--- src/rtl/rlq_pkg.sv ---
// ----------------------------------------------------------------------------
// rlq_pkg
// Shared types and constants of the four-level ready queue.
// ----------------------------------------------------------------------------
package rlq_pkg;

  localparam int LEVEL_DEPTH = 16;
  localparam int INDEX_BITS  = 8;
  localparam int NUM_LEVELS  = 4;

  localparam int CNT_W   = $clog2(LEVEL_DEPTH + 1);
  localparam int TOTAL_W = $clog2(NUM_LEVELS * LEVEL_DEPTH + 1);
  localparam int LVL_W   = 2;
  localparam int PIDX_W  = 8;
  localparam int HEAD_W  = 8;
  localparam int TCNT_W  = 7;
  localparam int STAT_W  = 2;

  typedef logic [INDEX_BITS-1:0] index_t;
  typedef logic [CNT_W-1:0]      cnt_t;

  typedef enum logic {
    OP_PUSH = 1'b0,
    OP_POP  = 1'b1
  } op_t;

  typedef enum logic [STAT_W-1:0] {
    ST_DONE      = 2'd0,
    ST_PUSH_FULL = 2'd1,
    ST_POP_EMPTY = 2'd2
  } status_t;

  // Per-cell control: shift toward the head, or load the pushed index.
  typedef struct packed {
    logic shift;
    logic load;
  } cell_ctrl_t;

  // Per-level control from the top level.
  typedef struct packed {
    logic push;
    logic pop;
  } lvl_ctrl_t;

endpackage

--- src/rtl/four_level_ready_queue_unit.sv ---
// ----------------------------------------------------------------------------
// four_level_ready_queue_unit
// Strict-priority ready queue: four FIFO levels of process indices.
//
//   channel | direction | fields
//   --------+-----------+---------------------------------------------------
//   in_     | input     | operation, process_index, priority_level
//   out_    | output    | head_index, head_valid, total_count, status
//
// One operation per cycle while in_stall is low: each level is a shifting chain
// of cells, so a push loads one cell and a pop shifts the chain in the same edge;
// the result is picked from the next state and loaded into the output register
// at that edge. Reset clears the level counts; cell contents need no clearing.
// in_stall rises only while a result is held and out_stall is high.
// ----------------------------------------------------------------------------
module four_level_ready_queue_unit (
  input  logic                       clk,
  input  logic                       rst_n,
  input  logic                       in_valid,
  output logic                       in_stall,
  input  logic                       in_operation,
  input  logic [rlq_pkg::PIDX_W-1:0] in_process_index,
  input  logic [rlq_pkg::LVL_W-1:0]  in_priority_level,
  output logic                       out_valid,
  input  logic                       out_stall,
  output logic [rlq_pkg::HEAD_W-1:0] out_head_index,
  output logic                       out_head_valid,
  output logic [rlq_pkg::TCNT_W-1:0] out_total_count,
  output logic [rlq_pkg::STAT_W-1:0] out_status
);

  localparam int NL = rlq_pkg::NUM_LEVELS;

  logic               accept;
  rlq_pkg::index_t    push_idx;
  rlq_pkg::lvl_ctrl_t lvl_ctrl  [NL];
  rlq_pkg::cnt_t      cnt_r     [NL];
  rlq_pkg::cnt_t      cnt_nxt   [NL];
  rlq_pkg::index_t    head_nxt  [NL];

  logic [rlq_pkg::LVL_W-1:0] top_cur;
  logic                      any_cur;
  logic [rlq_pkg::LVL_W-1:0] top_nxt;
  logic                      any_nxt;
  logic                      push_ok;
  rlq_pkg::status_t          status_c;
  rlq_pkg::index_t           head_c;
  logic [rlq_pkg::TOTAL_W-1:0] total_c;

  logic [rlq_pkg::PIDX_W+rlq_pkg::INDEX_BITS-1:0] idx_ext;
  logic [rlq_pkg::HEAD_W+rlq_pkg::INDEX_BITS-1:0] head_ext;
  logic [rlq_pkg::TCNT_W+rlq_pkg::TOTAL_W-1:0]    total_ext;

  logic                       out_valid_r, out_valid_nxt;
  logic [rlq_pkg::HEAD_W-1:0] head_r;
  logic                       hvalid_r;
  logic [rlq_pkg::TCNT_W-1:0] total_r;
  logic [rlq_pkg::STAT_W-1:0] status_r;

  assign in_stall = out_valid_r && out_stall;
  assign accept   = in_valid && !in_stall;

  assign idx_ext  = {{rlq_pkg::PIDX_W{1'b0}}, in_process_index};
  assign push_idx = idx_ext[rlq_pkg::INDEX_BITS-1:0];

  // Lowest-numbered (highest-priority) non-empty level before the operation.
  always_comb begin
    top_cur = '0;
    any_cur = 1'b0;
    for (int l = NL - 1; l >= 0; l--) begin
      if (cnt_r[l] != '0) begin
        top_cur = rlq_pkg::LVL_W'(l);
        any_cur = 1'b1;
      end
    end
  end

  assign push_ok = (cnt_r[in_priority_level] != rlq_pkg::CNT_W'(rlq_pkg::LEVEL_DEPTH));

  always_comb begin
    status_c = rlq_pkg::ST_DONE;
    if (in_operation == rlq_pkg::OP_PUSH) begin
      if (!push_ok) status_c = rlq_pkg::ST_PUSH_FULL;
    end else begin
      if (!any_cur) status_c = rlq_pkg::ST_POP_EMPTY;
    end
  end

  always_comb begin
    for (int l = 0; l < NL; l++) begin
      lvl_ctrl[l].push = accept && (in_operation == rlq_pkg::OP_PUSH) && push_ok &&
                         (in_priority_level == rlq_pkg::LVL_W'(l));
      lvl_ctrl[l].pop  = accept && (in_operation == rlq_pkg::OP_POP) && any_cur &&
                         (top_cur == rlq_pkg::LVL_W'(l));
    end
  end

  genvar gl;
  generate
    for (gl = 0; gl < NL; gl++) begin : g_level
      rlq_level u_level (
        .clk       (clk),
        .rst_n     (rst_n),
        .ctrl      (lvl_ctrl[gl]),
        .push_data (push_idx),
        .count_r   (cnt_r[gl]),
        .count_nxt (cnt_nxt[gl]),
        .head_nxt  (head_nxt[gl])
      );
    end
  endgenerate

  // Pick the result from the state after the operation.
  always_comb begin
    top_nxt = '0;
    any_nxt = 1'b0;
    total_c = '0;
    for (int l = NL - 1; l >= 0; l--) begin
      if (cnt_nxt[l] != '0) begin
        top_nxt = rlq_pkg::LVL_W'(l);
        any_nxt = 1'b1;
      end
    end
    for (int l = 0; l < NL; l++) begin
      total_c = total_c + rlq_pkg::TOTAL_W'(cnt_nxt[l]);
    end
  end

  assign head_c    = any_nxt ? head_nxt[top_nxt] : '0;
  assign head_ext  = {{rlq_pkg::HEAD_W{1'b0}}, head_c};
  assign total_ext = {{rlq_pkg::TCNT_W{1'b0}}, total_c};

  always_comb begin
    out_valid_nxt = out_valid_r && out_stall;
    if (accept) out_valid_nxt = 1'b1;
  end

  always_ff @(posedge clk) begin
    if (!rst_n) begin
      out_valid_r <= 1'b0;
    end else begin
      out_valid_r <= out_valid_nxt;
    end
  end

  always_ff @(posedge clk) begin
    if (accept) begin
      head_r   <= head_ext[rlq_pkg::HEAD_W-1:0];
      hvalid_r <= any_nxt;
      total_r  <= total_ext[rlq_pkg::TCNT_W-1:0];
      status_r <= status_c;
    end
  end

  assign out_valid       = out_valid_r;
  assign out_head_index  = head_r;
  assign out_head_valid  = hvalid_r;
  assign out_total_count = total_r;
  assign out_status      = status_r;

endmodule

--- src/rtl/rlq_cell.sv ---
// ----------------------------------------------------------------------------
// rlq_cell
// One FIFO slot: takes the neighbor's entry on a pop, or the pushed index.
// ----------------------------------------------------------------------------
module rlq_cell (
  input  logic                clk,
  input  rlq_pkg::cell_ctrl_t ctrl,
  input  rlq_pkg::index_t     load_data,
  input  rlq_pkg::index_t     next_data,
  output rlq_pkg::index_t     data_nxt,
  output rlq_pkg::index_t     data_r
);

  always_comb begin
    data_nxt = data_r;
    if (ctrl.shift) begin
      data_nxt = next_data;
    end else if (ctrl.load) begin
      data_nxt = load_data;
    end
  end

  always_ff @(posedge clk) begin
    data_r <= data_nxt;
  end

endmodule

--- src/rtl/rlq_level.sv ---
// ----------------------------------------------------------------------------
// rlq_level
// One priority level: a chain of cells with the head in cell 0, plus its count.
// ----------------------------------------------------------------------------
module rlq_level (
  input  logic               clk,
  input  logic               rst_n,
  input  rlq_pkg::lvl_ctrl_t ctrl,
  input  rlq_pkg::index_t    push_data,
  output rlq_pkg::cnt_t      count_r,
  output rlq_pkg::cnt_t      count_nxt,
  output rlq_pkg::index_t    head_nxt
);

  rlq_pkg::index_t    cell_data [rlq_pkg::LEVEL_DEPTH];
  rlq_pkg::index_t    cell_nxt  [rlq_pkg::LEVEL_DEPTH];
  rlq_pkg::cell_ctrl_t cell_ctrl [rlq_pkg::LEVEL_DEPTH];

  genvar gi;
  generate
    for (gi = 0; gi < rlq_pkg::LEVEL_DEPTH; gi++) begin : g_cell
      rlq_pkg::index_t nb_data;

      if (gi == rlq_pkg::LEVEL_DEPTH - 1) begin : g_last
        assign nb_data = cell_data[gi];
      end else begin : g_mid
        assign nb_data = cell_data[gi+1];
      end

      assign cell_ctrl[gi].shift = ctrl.pop;
      assign cell_ctrl[gi].load  = ctrl.push && (count_r == rlq_pkg::CNT_W'(gi));

      rlq_cell u_cell (
        .clk       (clk),
        .ctrl      (cell_ctrl[gi]),
        .load_data (push_data),
        .next_data (nb_data),
        .data_nxt  (cell_nxt[gi]),
        .data_r    (cell_data[gi])
      );
    end
  endgenerate

  assign head_nxt = cell_nxt[0];

  always_comb begin
    count_nxt = count_r;
    if (ctrl.push) begin
      count_nxt = count_r + rlq_pkg::CNT_W'(1);
    end else if (ctrl.pop) begin
      count_nxt = count_r - rlq_pkg::CNT_W'(1);
    end
  end

  always_ff @(posedge clk) begin
    if (!rst_n) begin
      count_r <= '0;
    end else begin
      count_r <= count_nxt;
    end
  end

endmodule

--- config.mk ---
export PLATFORM = sky130hd
export DESIGN_NAME = four_level_ready_queue_unit
export DESIGN_NICKNAME = d
export VERILOG_FILES = /design/src/rtl/rlq_pkg.sv /design/src/rtl/four_level_ready_queue_unit.sv /design/src/rtl/rlq_cell.sv /design/src/rtl/rlq_level.sv
export SDC_FILE = /design/constraint.sdc
export NUM_CORES = 1
export LEC_CHECK = 0
export BUFFER_PORTS_ARGS = -buffer_cell sky130_fd_sc_hd__buf_2
export CAP_MARGIN = 0
export CORE_MARGIN = 5
export CORE_UTILIZATION = 25
export CTS_BUF_LIST = sky130_fd_sc_hd__clkbuf_4 sky130_fd_sc_hd__clkbuf_8
export CTS_CLUSTER_DIAMETER = 60
export CTS_CLUSTER_SIZE = 20
export DETAILED_ROUTE_END_ITERATION = 12
export PLACE_DENSITY = 0.45
export SYNTH_ARGS = -nofsm -noshare
export SYNTH_HDL_FRONTEND = slang
export SYNTH_HIERARCHICAL = 1
export SYNTH_SLANG_ARGS = --single-unit
--- constraint.sdc ---
create_clock -name clk -period 20.6 [get_ports clk]
set_clock_uncertainty 0.15 [all_clocks]
set_input_delay 4.12 -clock clk [delete_from_list [all_inputs] [get_ports clk]]
set_output_delay 4.12 -clock clk [all_outputs]
set_load 0.005 [all_outputs]
**Word-level counts from Yosys, hierarchy flattened**

Index checks and enable logic that the tools add are counted.

- Bits of input ports: 15
- Output and inout port bits: 20
- Register bits: 551
- Logic and storage cells: 467

- Bitwise logic cells: 7
- $add $sub $neg: 11
- Multiplexer cells: 154
- Magnitude comparators: 2
- Reductions and logical operators: 153
- Equality and inequality tests: 67

Operators with widths:

| operator | number |
|---|---|
| $mux W8 | 122 |
| $eq A5 B4 Y1 const B | 32 |
| $reduce_bool A2 Y1 | 56 |
| $eq A5 B3 Y1 const B | 16 |
| $logic_and A1 B1 Y1 | 78 |
| $mux W5 | 10 |
| $eq A5 B2 Y1 const B | 8 |
| $reduce_bool A5 Y1 | 8 |
| $add A5 B1 Y5 const B | 4 |
| $eq A5 B1 Y1 const B | 4 |
| $logic_not A5 Y1 | 4 |
| $mux W2 | 10 |
| $sub A5 B1 Y5 const B | 4 |
| $bmux W8 S2 | 1 |
| $bmux W5 S2 | 1 |
| $mux W1 | 10 |
| $eq A2 B2 Y1 const B | 4 |
| $reduce_and A2 Y1 | 4 |
| $add A6 B5 Y7 | 1 |
| $add A7 B5 Y7 | 1 |
| $add A5 B5 Y6 | 1 |
| $ge A3 B3 Y1 const B | 2 |
| $not A2 Y3 | 2 |
| $ne A5 B5 Y1 const B | 1 |
| other kinds (4) | 10 |

**Logic depth before layout (Yosys ltp)**

Gate-level depths: netlist of the first run.

- Depth after elaboration: 18
- Depth in mapped cells: 17
- Gate-level depth less buffers: 16

**Hierarchy**

The synthesis of the first run kept the hierarchy.

By module, submodules not included:

| module | cells each | times used | area an instance (sq um) | seq. area each (sq um) |
|---|---|---|---|---|
| rlq_cell | 34 | 64 | 332.8 | 160.2 |
| rlq_level | 67 | 4 | 485.5 | 100.1 |
| four_level_ready_queue_unit | 153 | 1 | 1616.6 | 560.5 |

**Worst setup path before layout of the first run**

Ideal clock, no wire load.

- Path type: input -> register
- Start: input out_stall
- End: register total_r (netlist bit out_total_count[5]) (data pin)
- Path buffers: 0
- Cell stages on the path: 15
- Arrival time: 17.337 ns
- Library setup time: 0.258 ns
- Data required time: 20.192 ns
- Path slack: 2.855 ns
- Cells stage by stage: nand2_1 > nand3_1 > nor4b_1 > nor2_1 > a221o_2 > inv_1 > fa_1 > inv_1 > fa_1 > ha_1 > fa_1 > a21oi_1 > nor2_1 > nor2_1 > xnor2_1

RTL lines:

| what | line | RTL |
|---|---|---|
| start, declared | four_level_ready_queue_unit.sv:25 | `input logic out_stall,` |
| end signal, assigned | four_level_ready_queue_unit.sv:150 | `total_r <= total_ext[rlq_pkg::TCNT_W-1:0];` |
| end, declared | four_level_ready_queue_unit.sv:57 | `logic [rlq_pkg::TCNT_W-1:0] total_r;` |

**Worst setup path after layout of the first run**

- Start: input out_stall
- End: output in_stall

- Word-level cells in the longest chain between the ends: 1

Ends and longest elaborated chain:

| what | line | RTL |
|---|---|---|
| $logic_and A1 B1 Y1 | four_level_ready_queue_unit.sv:60 | `assign in_stall = out_valid_r && out_stall;` |
| end, declared | four_level_ready_queue_unit.sv:20 | `output logic in_stall,` |

No other way between the ends.

==> results of run 1 <==
## sequential cells by signal (all words and copies together) (netlist names)
register,cells
g_level.u_level/count_r,20
out_status,2
out_head_valid,1
out_head_index,8
out_valid,1
g_level.u_level/g_cell.u_cell/data_r,512
out_total_count,7
## placed cells by master (no fill, tap or decap), types with 12 or more instances in the layout
cell type	netlist	final
and2_1	12	12
buf_2	0	31
buf_4	9	32
clkbuf_8	0	50
dfxtp_1	533	533
edfxtp_1	18	18
ha_1	26	26
inv_1	36	36
mux2i_1	524	524
nand2_1	554	554
nand2b_1	13	13
nor2_1	70	69
nor3_1	19	17
o21ai_1	512	512
## worst min path at each step
stage | from | endpoint | cells after the start
floorplan | g_level[0].u_level/g_cell[11].u_cell/data_r[5]$_DFF_P_ | g_level[0].u_level/g_cell[10].u_cell/data_r[5]$_DFF_P_ | 2
global placement | g_level[2].u_level/g_cell[11].u_cell/data_r[5]$_DFF_P_ | g_level[2].u_level/g_cell[10].u_cell/data_r[5]$_DFF_P_ | 2
detailed placement | g_level[1].u_level/g_cell[7].u_cell/data_r[5]$_DFF_P_ | g_level[1].u_level/g_cell[6].u_cell/data_r[5]$_DFF_P_ | 2
CTS | g_level[2].u_level/g_cell[14].u_cell/data_r[5]$_DFF_P_ | g_level[2].u_level/g_cell[13].u_cell/data_r[5]$_DFF_P_ | 2
global route | g_level[2].u_level/g_cell[14].u_cell/data_r[4]$_DFF_P_ | g_level[2].u_level/g_cell[13].u_cell/data_r[4]$_DFF_P_ | 2
finish | g_level[0].u_level/g_cell[4].u_cell/data_r[4]$_DFF_P_ | g_level[0].u_level/g_cell[3].u_cell/data_r[4]$_DFF_P_ | 2
## synthesized netlist by cell type, types with 5 or more instances
cell	number	area share
nor2_1	70	0.011
mux2i_1	524	0.21
nor3_1	19	0.0038
a311oi_2	8	0.0048
a21oi_1	6	0.0012
and3_1	9	0.0023
xor2_1	5	0.0018
xnor2_1	10	0.0035
nand3_1	10	0.0020
nor2b_1	6	0.0015
edfxtp_1	18	0.022
a21boi_1	8	0.0024
buf_6	130	0.059
o21a_1	9	0.0027
nor3b_1	8	0.0024
o21ai_1	512	0.10
nand2_1	554	0.084
dfxtp_1	533	0.43
fa_1	10	0.0081
ha_1	26	0.013
nand2b_1	13	0.0033
buf_4	9	0.0027
clkbuf_1	5	0.00076
inv_1	36	0.0054
and2_1	12	0.0030
## critical path, cell delays in order
cell,delay [ps]
buf_2,90
nand2_1,90
inv_1,60
buf_2,120
## layout make-up
type | count | area [sq um] | area share
diodes | 2 | 5.00 | 0.000189
clock buffers | 55 | 726 | 0.0273
clock inverters | 32 | 390 | 0.0147
inverters | 37 | 139 | 0.00523
multi-input cells | 1864 | 12000 | 0.451
flip-flops and latches | 551 | 11200 | 0.422
well taps | 1287 | 1610 | 0.0607
repair buffers | 67 | 475 | 0.0179
## power by group
part	leakage, uW	internal [uW]	switching, uW
combinational	0.00315	152	264
clock	0.000572	299	428
sequential	0.00449	1190	55.3
total	0.00821	1640	747
## kinds of logic (layout without fill, tap and decap cells)
family | after synthesis | after routing | synth area share
adder cells (fa/ha/maj) | 36 | 36 | 0.0211
flip-flops | 551 | 551 | 0.451
multiplexers | 524 | 524 | 0.211
XOR/XNOR | 15 | 15 | 0.00528
AO/OA/AOI/OAI | 556 | 556 | 0.119
buffers and inverters | 182 | 191 | 0.0681
other | 0 | 2 | 0
AND/OR/NAND/NOR | 733 | 733 | 0.124
## metal layers
layer | track usage | vias to the layer above
met4 | 0.0230 | 2
met5 | 0 | -
met2 | 0.153 | 153
met1 | 0.148 | 7570
li1 | - | 8896
met3 | 0.0191 | 65
## stage by stage
step / utilization / hold slack [ps] / power [uW]
after detailed placement: 0.258 / 288 / 1690
after CTS: 0.269 / 273 / 2440
after global placement: 0.258 / 286 / 1690
after floorplan: - / 278 / 1580
after global routing: 0.269 / 289 / 2530
final: 0.269 / 282 / 2390
==> flow_metrics.py, run 1 <==
metrics = {
    "floorplanning": {
        "core_sq_um": 98600,
        "die-area_sq_um": 106000,
        "chipWidth_um": 325,
        "fp-row-count": 115,
        "ioPinCount": 35,
        "die-height_um": 325,
        "initial_core_util": 0.252,
    },
    "global_route": {
        "grt_pass1_wl_mm": 89.7,
        "gr-total-overflow": 0,
        "grt_start_max_net_pins": 262,
        "grt_pass1_vias": 16200,
        "grt_util_all_layers": 0.101,
        "antenna_found_initial": 5,
    },
    "detailed_routing": {
        "drtIter0Drc": 1106,
        "drt-vias-per-instance": 4.28,
        "wirelength_mm": 54.5,
        "wl_met1_mm": 28.8,
        "wl_per_cell_um": 14.0,
        "top_layer_used": "met5",
        "via_count": 16700,
        "drt_pass1_iterations": 5,
        "wl_met3_mm": 2.04,
        "drc": 0,
        "ant_nets": 0,
        "met2_length_mm": 22.7,
    },
    "synth": {
        "syn_area_sq_um": 24900,
        "synth.ff_latch_count": 551,
        "ys_types": 45,
        "seq_area_frac_synth": 0.451,
        "ys_warn_count": 6,
        "async_flop_share": 0,
        "synth_cells": 2597,
        "synth_edf_count": 18,
        "avgSynthCellArea_sq_um": 9.57,
        "synth_nets": 2648,
        "ys.flop_type": "dfxtp_1",
    },
    "sta": {
        "layout_min_cycle_time_ps": 8750,
        "slew_headroom": 0.223,
        "finalSetupTns_ps": 0,
        "rsz0062_at_grt": "no",
        "timing.final.crit_share": 0.425,
        "fin_ws_ps": 11850,
        "tightest_slew_ps": 1160,
        "setup_viol": 0,
        "drv_slew": 0,
        "fmax_ghz": 0.114,
        "finalHoldViolCount": 0,
    },
    "finish": {
        "drive_above_1_share": 0.0695,
        "nets": 2619,
        "stdcell_area_sq_um": 26500,
        "fillCellCount": 10700,
        "final_cells": 3895,
        "area_growth_pct": 6.74,
    },
    "placement": {
        "dp_hpwl_mm": 33.5,
        "portBuffers": 34,
        "postPlaceCellArea_sq_um": 25400,
        "place_congestion": 0.775,
        "dp.cells": 3806,
        "pre_cts_slack_ps": 11320,
    },
    "pwr": {
        "p_leak_uw": 0.00821,
        "irDropWorstVdd_v": 0.0000496,
        "power_density_nw_per_um2": 89.9,
    },
    "clock_tree": {
        "clk_pin_slew_ps": 120,
        "clk_latency_ps": 690,
        "htree_levels": 2,
        "clockBufferDepth": 3,
        "ctsResizeCount": 0,
        "post_cts_buffers": 0,
        "cts_root_buf": "clkbuf_8",
        "cts_tree": "built",
        "hold_buffers": 0,
        "cts_inserted_buffers": 47,
        "cts.sinks": 551,
    },
    "run_status": {
        "status": "complete, no violations",
    },
    "worst_hold_path": {
        "hp-class": "flip-flop to flip-flop",
    },
    "critical_path": {
        "critPathMaxFanout": 3,
        "endpoint_kind": "output port",
        "cp.required_ps": 16330,
        "r2r-start": "g_level[0].u_level/count_r[2]$_SDFF_PN0_",
        "startpoint_type": "primary input",
        "r2r.worst_path.cells": 16,
        "worstReg2RegEnd": "out_total_count[6]$_DFFE_PP_",
        "rrSetupSlack_ps": 14600,
        "crit_end": "in_stall",
        "worstPathArrival_ps": 4480,
        "crit_path_start": "out_stall",
        "critical_path_class": "primary input to output port",
    },
    "flow_run": {
        "cap_violations": 0,
    },
}
Power figures use the tool's default switching activity.
==> inputs of run 2 (changes only) <==
--- a/config.mk
+++ b/config.mk
@@ -13,7 +13,7 @@
 export CTS_CLUSTER_DIAMETER = 60
 export CTS_CLUSTER_SIZE = 20
 export DETAILED_ROUTE_END_ITERATION = 12
-export PLACE_DENSITY = 0.45
+export PLACE_DENSITY = 0.46
 export SYNTH_ARGS = -nofsm -noshare
 export SYNTH_HDL_FRONTEND = slang
 export SYNTH_HIERARCHICAL = 1
==> constraint.sdc (replaced) <==
create_clock -name clk -period 7.1 [get_ports clk]
set_clock_uncertainty 0.15 [all_clocks]
set_input_delay 1.42 -clock clk [delete_from_list [all_inputs] [get_ports clk]]
set_output_delay 1.42 -clock clk [all_outputs]
set_load 0.005 [all_outputs]
==> flow_metrics.py, run 2 (same netlist as run 1, synthesis figures left out) <==
metrics = {
    "sta": {
        "drv_slew": 0,
        "tightest_slew_ps": 1130,
        "finalHoldViolCount": 0,
        "rsz0062_at_grt": "no",
        "layout_min_cycle_time_ps": 5430,
        "setup_viol": 0,
        "slew_headroom": 0.246,
        "timing.final.crit_share": 0.764,
        "finalSetupTns_ps": 0,
        "fmax_ghz": 0.184,
    },
    "finish": {
        "final_cell_mix": "nand2_1 (553), dfxtp_1 (533), mux2i_1 (524)",
        "fillCellCount": 10500,
        "largest_reg_flops": 512,
        "top_register": "g_level.u_level/g_cell.u_cell/data_r",
        "area_growth_pct": 7.41,
        "seqCellArea_sq_um": 11200,
        "multiInputGateArea_sq_um": 12100,
        "final_cells": 3907,
        "drive_above_1_share": 0.0768,
        "nets": 2630,
        "mostFrequentLayoutCell": "nand2_1",
    },
    "global_route": {
        "gr-total-overflow": 0,
        "antenna_found_initial": 5,
        "grt_pass1_wl_mm": 93.4,
        "grt_pass1_vias": 16400,
        "grt_start_max_net_pins": 257,
        "grt_util_all_layers": 0.105,
    },
    "placement": {
        "place_congestion": 0.761,
        "dp_hpwl_mm": 37.0,
        "portBuffers": 34,
        "dp.cells": 3817,
    },
    "critical_path": {
        "max_stage_delay_ps": 780,
        "cp_cell_sequence": "nor4_1 -> nor2b_1 -> nand3_1 -> nor3_4 -> buf_4 -> nand3b_1 -> and3b_1 -> nor2_1 -> fa_1 -> fa_1 -> ha_1 -> a21o_1 -> a21oi_2 -> o21bai_1 -> a21o_1",
        "cp.required_ps": 7400,
        "critical_path_class": "flip-flop to flip-flop",
        "worstPathArrival_ps": 5730,
        "critPathMaxFanout": 67,
        "critPathSlowestCell": "nor4_1",
        "startpoint_type": "flip-flop",
        "endpoint_kind": "flip-flop",
    },
    "detailed_routing": {
        "drc": 0,
        "via_count": 17000,
        "wirelength_mm": 57.1,
        "drt-vias-per-instance": 4.35,
        "drt_pass1_iterations": 5,
        "ant_nets": 0,
        "drtIter0Drc": 972,
        "wl_per_cell_um": 14.6,
    },
    "run_status": {
        "status": "complete, no violations",
    },
    "floorplanning": {
        "die-height_um": 325,
        "core_sq_um": 98600,
        "die-area_sq_um": 106000,
        "fp-row-count": 115,
        "initial_core_util": 0.252,
        "chipWidth_um": 325,
        "ioPinCount": 35,
    },
    "clock_tree": {
        "post_cts_buffers": 0,
        "ctsResizeCount": 0,
        "cts_root_buf": "clkbuf_8",
        "cts_tree": "built",
        "cts_inserted_buffers": 47,
        "cts.sinks": 551,
        "htree_levels": 2,
        "hold_buffers": 0,
        "clockBufferDepth": 3,
        "clk_latency_ps": 680,
        "clk_pin_slew_ps": 120,
    },
    "flow_run": {
        "cap_violations": 0,
    },
    "worst_hold_path": {
        "hp-class": "flip-flop to flip-flop",
    },
    "pwr": {
        "irDropWorstVdd_v": 0.000107,
        "power_density_nw_per_um2": 265,
        "p_leak_uw": 0.00827,
    },
}
run 2: worst max-delay path, delay by kind of cell, from the launching register on:
family / cells / cell delay (ps)
and+or+nand+nor: 7 / 2180
adders and majority gates: 3 / 1310
AOI/OAI and AO/OA: 4 / 580
buffers and inverters: 1 / 510
DFF: 1 / 450
run 2: layout make-up:
type	count	share of cell area
sequential	551	0.420
clock buffer	49	0.0253
tap	1287	0.0603
multi-input combinational	1864	0.451
timing repair buffer	78	0.0193
clock inverter	39	0.0186
inverter	37	0.00520
antenna	2	0.000187
run 2: path summary, 6_finish.rpt:
check                                                          end                                                  start  slack [ps]  depth (start not counted)
max                                   out_total_count[6]$_DFFE_PP_               g_level[0].u_level/count_r[2]$_SDFF_PN0_        1670                         15
min          g_level[3].u_level/g_cell[1].u_cell/data_r[6]$_DFF_P_  g_level[3].u_level/g_cell[2].u_cell/data_r[6]$_DFF_P_         280                          2
max reg2reg                           out_total_count[6]$_DFFE_PP_               g_level[0].u_level/count_r[2]$_SDFF_PN0_        1670                         15
min reg2reg  g_level[3].u_level/g_cell[1].u_cell/data_r[6]$_DFF_P_  g_level[3].u_level/g_cell[2].u_cell/data_r[6]$_DFF_P_         280                          2
run 2: routing by layer:
layer	routed length [um]	GRT usage	vias to the layer above
met5	27	0	-
met1	30500	0.158	7874
met3	1720	0.0178	64
li1	-	-	8923
met2	23900	0.160	143
met4	895	0.0208	4
run 2: power by group:
| part | internal (uW) | switching (uW) |
|---|---|---|
| Combinational | 456 | 768 |
| Clock | 917 | 1290 |
| Sequential | 3450 | 187 |
run 2: per-stage QoR:
| stage | utilization | setup slack [ps] | instance area, sq um | hold WS [ps] | power (uW) |
|---|---|---|---|---|---|
| finish | 0.271 | 1670 | 26700 | 281 | 7070 |
| global route | 0.271 | 1300 | 26700 | 287 | 7500 |
| CTS | 0.271 | 1650 | 26700 | 271 | 7190 |
| detailed placement | 0.259 | 1630 | 25500 | 287 | 4950 |
| global placement | 0.259 | 1680 | 25500 | 286 | 4940 |
| floorplan | - | -540 | 24900 | 278 | 4590 |
==> inputs of run 3 (changes only) <==
--- a/config.mk
+++ b/config.mk
@@ -13,7 +13,7 @@
 export CTS_CLUSTER_DIAMETER = 60
 export CTS_CLUSTER_SIZE = 20
 export DETAILED_ROUTE_END_ITERATION = 12
-export PLACE_DENSITY = 0.46
+export PLACE_DENSITY = 0.45
 export SYNTH_ARGS = -nofsm -noshare
 export SYNTH_HDL_FRONTEND = slang
 export SYNTH_HIERARCHICAL = 1
==> constraint.sdc (replaced) <==
create_clock -name clk -period 5.35 [get_ports clk]
set_clock_uncertainty 0.15 [all_clocks]
set_input_delay 1.07 -clock clk [delete_from_list [all_inputs] [get_ports clk]]
set_output_delay 1.07 -clock clk [all_outputs]
set_load 0.005 [all_outputs]
==> flow_metrics.py, run 3 (same netlist as run 1, synthesis figures left out) <==
metrics = {
    "clock_tree": {
        "clockBufferDepth": 3,
        "htree_levels": 2,
        "clk_pin_slew_ps": 110,
        "cts_root_buf": "clkbuf_8",
        "clk_latency_ps": 720,
        "cts.sinks": 551,
        "post_cts_buffers": 0,
        "ctsResizeCount": 0,
        "cts_inserted_buffers": 51,
        "cts_tree": "built",
        "hold_buffers": 0,
    },
    "critical_path": {
        "startpoint_type": "flip-flop",
        "critical_path_class": "flip-flop to flip-flop",
        "cp.required_ps": 5610,
        "endpoint_kind": "flip-flop",
        "worstPathArrival_ps": 5130,
        "critPathMaxFanout": 7,
    },
    "sta": {
        "setup_viol": 0,
        "fin_ws_ps": 478,
        "timing.final.crit_share": 0.911,
        "tightest_slew_ps": 1060,
        "finalHoldViolCount": 0,
        "fmax_ghz": 0.205,
        "slew_headroom": 0.292,
        "drv_slew": 0,
        "layout_min_cycle_time_ps": 4870,
        "rsz0062_at_grt": "no",
    },
    "floorplanning": {
        "initial_core_util": 0.252,
        "fp-row-count": 115,
        "ioPinCount": 35,
        "chipWidth_um": 325,
        "die-height_um": 325,
        "core_sq_um": 98600,
        "die-area_sq_um": 106000,
    },
    "finish": {
        "final_cells": 3947,
        "seqCellArea_sq_um": 11200,
        "final_cell_mix": "nand2_1 (553), dfxtp_1 (533), mux2i_1 (524)",
        "multiInputGateArea_sq_um": 12100,
        "largest_reg_flops": 512,
        "final_core_util": 0.274,
        "fillCellCount": 10500,
        "area_growth_pct": 8.80,
        "mostFrequentLayoutCell": "nand2_1",
        "drive_above_1_share": 0.0883,
        "nets": 2661,
        "top_register": "g_level.u_level/g_cell.u_cell/data_r",
    },
    "detailed_routing": {
        "ant_nets": 0,
        "wl_per_cell_um": 14.9,
        "drt_pass1_iterations": 5,
        "wirelength_mm": 58.9,
        "drt-vias-per-instance": 4.32,
        "drtIter0Drc": 931,
        "drc": 0,
        "via_count": 17100,
    },
    "global_route": {
        "antenna_found_initial": 5,
        "gr-total-overflow": 0,
        "grt_util_all_layers": 0.109,
        "grt_start_max_net_pins": 117,
        "grt_pass1_wl_mm": 95.9,
        "grt_pass1_vias": 16800,
    },
    "flow_run": {
        "cap_violations": 0,
    },
    "placement": {
        "pre_cts_slack_ps": 351,
        "dp.cells": 3844,
        "portBuffers": 34,
        "place_congestion": 0.783,
        "dp_hpwl_mm": 37.7,
    },
    "run_status": {
        "status": "complete, no violations",
    },
    "pwr": {
        "power_density_nw_per_um2": 353,
        "p_leak_uw": 0.00847,
        "irDropWorstVdd_v": 0.000172,
    },
    "worst_hold_path": {
        "hp-class": "flip-flop to flip-flop",
    },
}
-- run 3: cell types whose count changed in the layout (fill, tap and decap cells not counted), sizes merged --
cell,change
clkbuf,+6
buf,+27
clkinvlp,+1
diode,+7
inv,-1
-- run 3: metrics by stage --
step / cell area, sq um / total power, uW / TNS [ps] / hold slack (ps)
final: 27000 / 9560 / 0 / 223
after floorplan: 25000 / 6100 / -26100 / 278
after global routing: 27000 / 10100 / 0 / 253
after global placement: 25700 / 6600 / 0 / 287
after detailed placement: 25700 / 6610 / 0 / 289
after CTS: 27000 / 9750 / 0 / 227
-- run 3: area by class of cell --
type                       count  area share
inverter                      37     0.00514
clock inverter                39      0.0196
tap                         1287      0.0595
multi-input combinational   1864       0.446
timing repair buffer         105      0.0267
sequential                   551       0.415
clock buffer                  55      0.0278
antenna                        9    0.000833
-- run 3: path summary, 6_finish.rpt --
| kind | start | end | slack (ps) | cells past startpoint |
|---|---|---|---|---|
| setup / recovery | g_level[2].u_level/count_r[1]$_SDFF_PN0_ | out_total_count[5]$_DFFE_PP_ | 480 | 16 |
| hold / removal | g_level[2].u_level/g_cell[4].u_cell/data_r[5]$_DFF_P_ | g_level[2].u_level/g_cell[3].u_cell/data_r[5]$_DFF_P_ | 220 | 2 |
| setup reg to reg | g_level[2].u_level/count_r[1]$_SDFF_PN0_ | out_total_count[5]$_DFFE_PP_ | 480 | 16 |
| hold reg to reg | g_level[2].u_level/g_cell[4].u_cell/data_r[5]$_DFF_P_ | g_level[2].u_level/g_cell[3].u_cell/data_r[5]$_DFF_P_ | 220 | 2 |
-- run 3: worst max-delay path, stage by stage, from the launching register on --
cell	delay [ps]
dfxtp_1	390
or4_1	590
nor2_1	240
nand3_1	200
nor3_4	350
or4b_1	480
o21ai_2	170
xor2_1	200
inv_1	100
fa_1	490
fa_1	500
inv_2	50
ha_4	220
a21oi_1	170
nor2_1	50
nor2_1	120
xnor2_1	70
-- run 3: report_power, final --
part           internal [uW]  switching [uW]  total, uW
sequential              4580             207       4790
clock                   1310            1750       3060
combinational            637            1070       1700
total                   6530            3030       9560
-- run 3: metal layers --
metal / up-vias / GRT usage / share of wire / wire length (um)
met3: 76 / 0.0171 / 0.032 / 1890
met5: - / 0 / 0 / 0
met2: 170 / 0.164 / 0.42 / 24500
met4: 0 / 0.0278 / 0.022 / 1280
met1: 7801 / 0.163 / 0.53 / 31200
li1: 9013 / - / - / -
